==> src/rtl/core/kde_pkg.sv <==
// ----------------------------------------------------------------------------
// kde_pkg
// Shared types, constants and helper functions for the keypad decimal entry
// and seven-segment display core.
// ----------------------------------------------------------------------------
package kde_pkg;

  // Field widths
  localparam int VALUE_W = 27;
  localparam int KEYS_W  = 10;
  localparam int SEG_W   = 32;
  localparam int KEY_W   = 4;

  // Entry stops (value freezes) at 10^(NUM_DIGITS-1)
  localparam int NUM_DIGITS = 8;

  function automatic int pow10(input int n);
    int t;
    t = 1;
    for (int i = 0; i < n; i++) begin
      t = t * 10;
    end
    return t;
  endfunction

  localparam logic [VALUE_W-1:0] FREEZE_THRESH = VALUE_W'(pow10(NUM_DIGITS - 1));

  // Reciprocal constants for division by 10^4, 100 and 10.
  // Rounded up; exact over the value ranges that reach each divider.
  localparam int                 DIV1E4_SH  = 41;
  localparam logic [27:0]        DIV1E4_MUL = 28'd219902326;
  localparam logic [26:0]        TEN_THOU   = 27'd10000;
  localparam int                 DIV100_SH  = 20;
  localparam logic [13:0]        DIV100_MUL = 14'd10486;
  localparam logic [13:0]        HUNDRED    = 14'd100;
  localparam logic [15:0]        DIV10_MUL  = 16'd205;
  localparam logic [7:0]         TEN        = 8'd10;

  // Input item: button mask and clear
  typedef struct packed {
    logic [KEYS_W-1:0] keys;
    logic              clear;
  } kde_key_t;

  // Result item: value, its seven-segment image and the frozen flag
  typedef struct packed {
    logic [VALUE_W-1:0] value;
    logic [SEG_W-1:0]   seg_low;
    logic [SEG_W-1:0]   seg_high;
    logic               done_res;
  } kde_res_t;

  // Active-high segment code, g in bit 6, a in bit 0; hex for 10..15
  function automatic logic [7:0] seg_code(input logic [3:0] d);
    logic [7:0] s;
    case (d)
      4'd0:    s = 8'h3F;
      4'd1:    s = 8'h06;
      4'd2:    s = 8'h5B;
      4'd3:    s = 8'h4F;
      4'd4:    s = 8'h66;
      4'd5:    s = 8'h6D;
      4'd6:    s = 8'h7D;
      4'd7:    s = 8'h07;
      4'd8:    s = 8'h7F;
      4'd9:    s = 8'h6F;
      4'd10:   s = 8'h77;
      4'd11:   s = 8'h7C;
      4'd12:   s = 8'h39;
      4'd13:   s = 8'h5E;
      4'd14:   s = 8'h79;
      default: s = 8'h71;
    endcase
    return s;
  endfunction

  // Split x (0..134) into tens and ones, return {seg(tens), seg(ones)}
  function automatic logic [15:0] seg_pair(input logic [7:0] x);
    logic [15:0] prod;
    logic [3:0]  tens;
    logic [7:0]  ones;
    prod = 16'(x) * DIV10_MUL;
    tens = prod[14:11];
    ones = x - 8'(tens) * TEN;
    return {seg_code(tens), seg_code(ones[3:0])};
  endfunction

endpackage

==> src/rtl/core/keypad_decimal_entry_display_core.sv <==
// ----------------------------------------------------------------------------
// keypad_decimal_entry_display_core
// Builds a decimal number from key presses and shows it on eight digits.
// Throughput: one item per cycle unless res_ready holds the pipeline back;
// the stored number is updated in the accepting cycle by a shift-add
// (value*10 + key), the digit split follows in a five-stage pipeline
// (reciprocal multiplies by 10^4, 100 and 10).
// Reset: start value and stored number go to 0, pipeline empties.
// ----------------------------------------------------------------------------
module keypad_decimal_entry_display_core
  import kde_pkg::*;
(
  input  logic               clk,
  input  logic               rst,
  input  logic               cfg_we,
  input  logic [VALUE_W-1:0] cfg_wdata,
  input  logic               key_valid,
  output logic               key_ready,
  input  kde_key_t           key_item,
  output logic               res_valid,
  input  logic               res_ready,
  output kde_res_t           res_item
);

  // Configuration and stored number
  logic [VALUE_W-1:0] start_value;
  logic [VALUE_W-1:0] ev;
  logic [VALUE_W-1:0] ev_next;

  // Stage valids and advance enables
  logic v1, v2, v3, v4, v5;
  logic en1, en2, en3, en4, en5, en_out;

  // Stage payloads
  logic [VALUE_W-1:0] s1_value, s2_value, s3_value, s4_value, s5_value;
  logic               s1_done, s2_done, s3_done, s4_done, s5_done;
  logic [54:0]        s2_prod;
  logic [13:0]        s3_r, s3_q, s4_r, s4_q;
  logic [7:0]         s4_hi_r, s4_hi_q, s5_hi_r, s5_hi_q;
  logic [6:0]         s5_lo_r, s5_lo_q;

  // Front-end decode
  logic [KEY_W-1:0]   key;
  logic               accept;
  logic               emit;
  logic               frozen;

  // Stage math
  logic [13:0]        q;
  logic [26:0]        r_full;
  logic [27:0]        prod_r, prod_q;
  logic [13:0]        lo_r_full, lo_q_full;

  // Pipeline advance: a stage moves when empty or when the next one moves
  assign en_out    = !res_valid || res_ready;
  assign en5       = !v5 || en_out;
  assign en4       = !v4 || en5;
  assign en3       = !v3 || en4;
  assign en2       = !v2 || en3;
  assign en1       = !v1 || en2;
  assign key_ready = en1;

  assign accept = key_valid && key_ready;
  assign emit   = accept && !key_item.clear && (key_item.keys != '0);
  assign frozen = (ev >= FREEZE_THRESH);

  // Lowest set button gives key value index+1
  always_comb begin
    key = '0;
    for (int i = KEYS_W - 1; i >= 0; i--) begin
      if (key_item.keys[i]) begin
        key = KEY_W'(i + 1);
      end
    end
  end

  // value*10 + key, held once frozen
  always_comb begin
    ev_next = ev;
    if (!frozen) begin
      ev_next = {ev[VALUE_W-4:0], 3'b000} + {ev[VALUE_W-2:0], 1'b0} + VALUE_W'(key);
    end
  end

  // Stage math: divide by 10^4, then by 100, then remainders
  always_comb begin
    q         = s2_prod[54:DIV1E4_SH];
    r_full    = s2_value - 27'(q) * TEN_THOU;
    prod_r    = 28'(s3_r) * 28'(DIV100_MUL);
    prod_q    = 28'(s3_q) * 28'(DIV100_MUL);
    lo_r_full = s4_r - 14'(s4_hi_r) * HUNDRED;
    lo_q_full = s4_q - 14'(s4_hi_q) * HUNDRED;
  end

  // Control state
  always_ff @(posedge clk) begin
    if (rst) begin
      start_value <= '0;
      ev          <= '0;
      v1          <= 1'b0;
      v2          <= 1'b0;
      v3          <= 1'b0;
      v4          <= 1'b0;
      v5          <= 1'b0;
      res_valid   <= 1'b0;
    end else begin
      if (cfg_we) begin
        start_value <= cfg_wdata;
      end
      if (accept && key_item.clear) begin
        ev <= start_value;
      end else if (emit) begin
        ev <= ev_next;
      end
      if (en1) v1 <= emit;
      if (en2) v2 <= v1;
      if (en3) v3 <= v2;
      if (en4) v4 <= v3;
      if (en5) v5 <= v4;
      if (en_out) res_valid <= v5;
    end
  end

  // Payload pipeline
  always_ff @(posedge clk) begin
    if (en1) begin
      s1_value <= ev_next;
      s1_done  <= frozen;
    end
    if (en2) begin
      s2_value <= s1_value;
      s2_done  <= s1_done;
      s2_prod  <= 55'(s1_value) * 55'(DIV1E4_MUL);
    end
    if (en3) begin
      s3_value <= s2_value;
      s3_done  <= s2_done;
      s3_q     <= q;
      s3_r     <= r_full[13:0];
    end
    if (en4) begin
      s4_value <= s3_value;
      s4_done  <= s3_done;
      s4_r     <= s3_r;
      s4_q     <= s3_q;
      s4_hi_r  <= prod_r[27:DIV100_SH];
      s4_hi_q  <= prod_q[27:DIV100_SH];
    end
    if (en5) begin
      s5_value <= s4_value;
      s5_done  <= s4_done;
      s5_hi_r  <= s4_hi_r;
      s5_hi_q  <= s4_hi_q;
      s5_lo_r  <= lo_r_full[6:0];
      s5_lo_q  <= lo_q_full[6:0];
    end
    if (en_out) begin
      res_item.value    <= s5_value;
      res_item.done_res <= s5_done;
      res_item.seg_low  <= {seg_pair(s5_hi_r), seg_pair(8'(s5_lo_r))};
      res_item.seg_high <= {seg_pair(s5_hi_q), seg_pair(8'(s5_lo_q))};
    end
  end

  // A frozen result always carries a value at or above the threshold
  a_done_thresh: assert property (@(posedge clk) disable iff (rst)
    (res_valid && res_item.done_res) |-> (res_item.value >= FREEZE_THRESH))
    else $error("done result below threshold");

  // A press on a frozen number leaves it unchanged
  a_frozen_hold: assert property (@(posedge clk) disable iff (rst)
    (accept && !key_item.clear && frozen) |=> (ev == $past(ev)))
    else $error("frozen value changed");

  // Reciprocal division by 10^4 leaves a proper remainder
  a_rem_range: assert property (@(posedge clk) disable iff (rst)
    v3 |-> (s3_r < 14'd10000))
    else $error("remainder by 10000 out of range");

  // Input stalls only when every stage is occupied
  a_stall_full: assert property (@(posedge clk) disable iff (rst)
    !key_ready |-> (v1 && v2 && v3 && v4 && v5 && res_valid))
    else $error("input stalled with a free stage");

endmodule

==> config.mk <==
export PLATFORM = sky130hd
export DESIGN_NAME = keypad_decimal_entry_display_core
export DESIGN_NICKNAME = d
export VERILOG_FILES = /design/src/rtl/core/kde_pkg.sv /design/src/rtl/core/keypad_decimal_entry_display_core.sv
export SDC_FILE = /design/constraint.sdc
export NUM_CORES = 2
export LEC_CHECK = 0
export ABC_AREA = 1
export BUFFER_PORTS_ARGS = -buffer_cell sky130_fd_sc_hd__buf_2
export CORE_ASPECT_RATIO = 0.75
export CORE_MARGIN = 2
export CORE_UTILIZATION = 35
export CTS_CLUSTER_DIAMETER = 120
export DETAILED_ROUTE_END_ITERATION = 8
export HOLD_SLACK_MARGIN = 0.1
export PLACE_DENSITY_LB_ADDON = 0.2
export REMOVE_ABC_BUFFERS = 1
export SLEW_MARGIN = 5
export SYNTH_ARGS = -nofsm -noshare
export SYNTH_HDL_FRONTEND = slang
export SYNTH_SLANG_ARGS = --single-unit
==> constraint.sdc <==
create_clock -name clk -period 7.9 [get_ports clk]
set_input_delay 0.79 -clock clk [delete_from_list [all_inputs] [get_ports clk]]
set_output_delay 0.79 -clock clk [all_outputs]
set_load 0.02 [all_outputs]
==> results.toml <==
[synthesis]
synth_flop_cell = "edfxtp_1"
synth.top_cell.area_share_pct = 22.7
async_reset_ff_share_pct = 0
netlist_area_sq_um = 44000
synth_top_family_by_area = "adder cells"
synth-seq-cells = 376
synth_compound_area_share_pct = 5.84
yosys.area.top_type = "fa_1"
yosys.area_share.simple_pct = 12.7
seq_area_frac_synth_pct = 24.3
yosys-top-cells-area = "fa_1, edfxtp_1, ha_1, inv_1, nand2_1"
synthMuxAreaShare_pct = 0
synth-adder-area-share_pct = 44.0
synth-xor-area-share_pct = 1.86
synth-edff-count = 316
synth_area_per_cell_sq_um = 9.18
yosysWarnings = 0
postSynthCellCount = 4794
synth.distinct_cells = 48

[final_layout]
nNetsFinal = 6240
drive_gt1_share_pct = 5.10
fill_cells = 12600
area_growth_pct = 9.57
diodes = 0
utilization_pct = 38.7

[critical_path]
crit_top_cell = "fa_1"
worstSetupPathType = "reg2reg"
crit_path_end_kind = "flop"
crit_family = "adder cells"
cp_max_fo = 9
worst_path_max_delay_cell = "edfxtp_1"
cp.arrival_ns = 6.62
slowest_delay_ns = 0.67
worstSetupStartpointType = "flop"
rrSetupSlack_ns = 1.66
reg2reg_to = "s2_prod[47]"
rr_startpoint = "s1_value[19]"
required_ns = 8.28
cp_num_cells = 20
path_buf_inv = 4
cp_cell_sequence = "ha_1 -> inv_1 -> fa_1 -> fa_1 -> inv_1 -> fa_1 -> fa_1 -> fa_1 -> inv_1 -> fa_1 -> inv_1 -> ha_1 -> nand2_1 -> nand2_1 -> a21oi_1 -> o21ai_0 -> a211oi_1 -> nand3_1 -> nand2_1 -> nand2_1"
reg2reg_depth = 20

[global_route]
grtUsageTotal_pct = 18.2
antenna_found_initial = 3
grt-ovfl-total = 0
grt_pass1_wl_mm = 182
grt_max_degree = 61
grt_pass1_vias = 31800

[sta]
period_share_pct = 78.9
fin_skew_ns = 0.0654
worst_slack_ns = 1.66
finalSetupTns_ns = 0
relSlewSlack_pct = 41.6
timing.fmax_mhz = 160
slew_viol_final = 0
tightest_slew_ns = 0.876
rsz0062_at_grt = "no"
hold_viol = 0
setup_violations = 0
min_period_ns = 6.24

[cts]
clock_path_buffers = 3
cts_tree = "yes"
cts_buffers = 45
post_cts_buffers = 0
htreeDepth = 2
clock-sinks = 376
clk-insertion-delay-late_ns = 0.64
root_buffer = "clkbuf_16"
cts.clk_slew.worst_paths_ns = 0.07
post_cts_resized = 0
hold_buffers = 0

[routing]
ant_nets = 0
detail_route.wirelength_mm = 115
first_pass_iters = 5
drc = 0
routedWlPerCell_um = 17.3
vias = 31100
viasPerCell = 4.68
drt_iter0_drc = 1920

[hold_path]
hold_path_depth = 0
hold_class = "reg2reg"
hold_path_end = "s5_value[19]"
hp-start = "s4_value[19]"

[flow_run]
maxCapViolCount = 0

[placed_design]
routabilityCongestion = 0.966
pre_cts_ws_ns = 1.70
dpl.hpwl_mm = 98.9
io_buffers = 128

[outcome]
status = "completed"

[floorplan]
dieWidth_um = 413
die_area_sq_um = 129000
rows = 112
start_util_pct = 35.3
die_y_um = 311
core_area_sq_um = 125000
io-pin-count = 137
## synthesized netlist by cell type (11+ instances only)
cell type / number
a21oi_1: 171
inv_1: 1255
edfxtp_1: 316
xnor2_1: 35
buf_4: 12
o21bai_1: 21
a21o_1: 23
nand3b_1: 13
or2_2: 11
fa_1: 499
ha_1: 749
nor3_1: 35
o21ai_1: 17
nand4_1: 44
dfxtp_1: 60
a31oi_1: 16
a211oi_1: 34
nand2_1: 755
o21ai_0: 155
nand3_1: 200
nor2_1: 231
clkbuf_1: 12
xor2_1: 53
## flip-flops by register name (all words and copies together) (netlist names), 10 cells and up
signal / count
s3_r: 10
res_item: 84
s3_q: 14
s2_prod: 14
s2_value: 27
s4_value: 27
ev: 27
s3_value: 27
s5_value: 27
s1_value: 27
start_value: 27
## cell families after synthesis
family | count (synthesis)
other cells | 1
simple gates | 1323
fa+ha+maj | 1248
xor+xnor | 91
buf+inv | 1297
compound gates | 458
flops | 376
## area by class of cell
class | instances | area [sq um] | area share (%)
Tap cell | 1653 | 2070 | 4.29
Multi-Input combinational cell | 3128 | 28400 | 58.9
Inverter | 1263 | 4750 | 9.84
Sequential cell | 376 | 10700 | 22.2
Clock buffer | 50 | 1140 | 2.37
Clock inverter | 31 | 479 | 0.994
Timing Repair Buffer | 135 | 693 | 1.44
## metal layers
metal	part of all wire, %	routed length (um)	global-route usage (%)
met4	1.1	1240	2.59
met1	52	59900	28.3
met3	6.9	7930	4.03
met2	40	46000	25.9
met5	0.011	13	0
## worst max-delay path by stage
stage	startpoint	end	slack (ns)
after CTS	s1_value[19]	s2_prod[47]	1.68
after floorplan	s1_value[11]	s2_prod[52]	2.35
final	s1_value[19]	s2_prod[47]	1.66
after detailed placement	s1_value[15]	s2_prod[47]	1.70
after global routing	s1_value[19]	s2_prod[47]	1.28
after global placement	s1_value[19]	s2_prod[47]	1.74
## per-stage QoR
stage / cells / hold WS (ns) / area [sq um]
floorplan: 4767 / 0.400 / 43800
global placement: 6555 / 0.402 / 46600
detailed placement: 6555 / 0.405 / 46600
CTS: 6636 / 0.398 / 48200
global route: 6636 / 0.408 / 48200
finish: 6636 / 0.410 / 48200
## cells in the final DEF (no fill, tap or decap), drive strengths merged, types with 55 or more instances in the layout
cell / n
a21oi: 175
buf: 135
dfxtp: 60
edfxtp: 316
fa: 499
ha: 749
inv: 1264
nand2: 769
nand3: 203
nor2: 236
o21ai: 173
xor2: 55
Power is left out: the tool's default activity adds up to more than one toggle a clock period on the data nets, which glitch-free logic cannot reach.
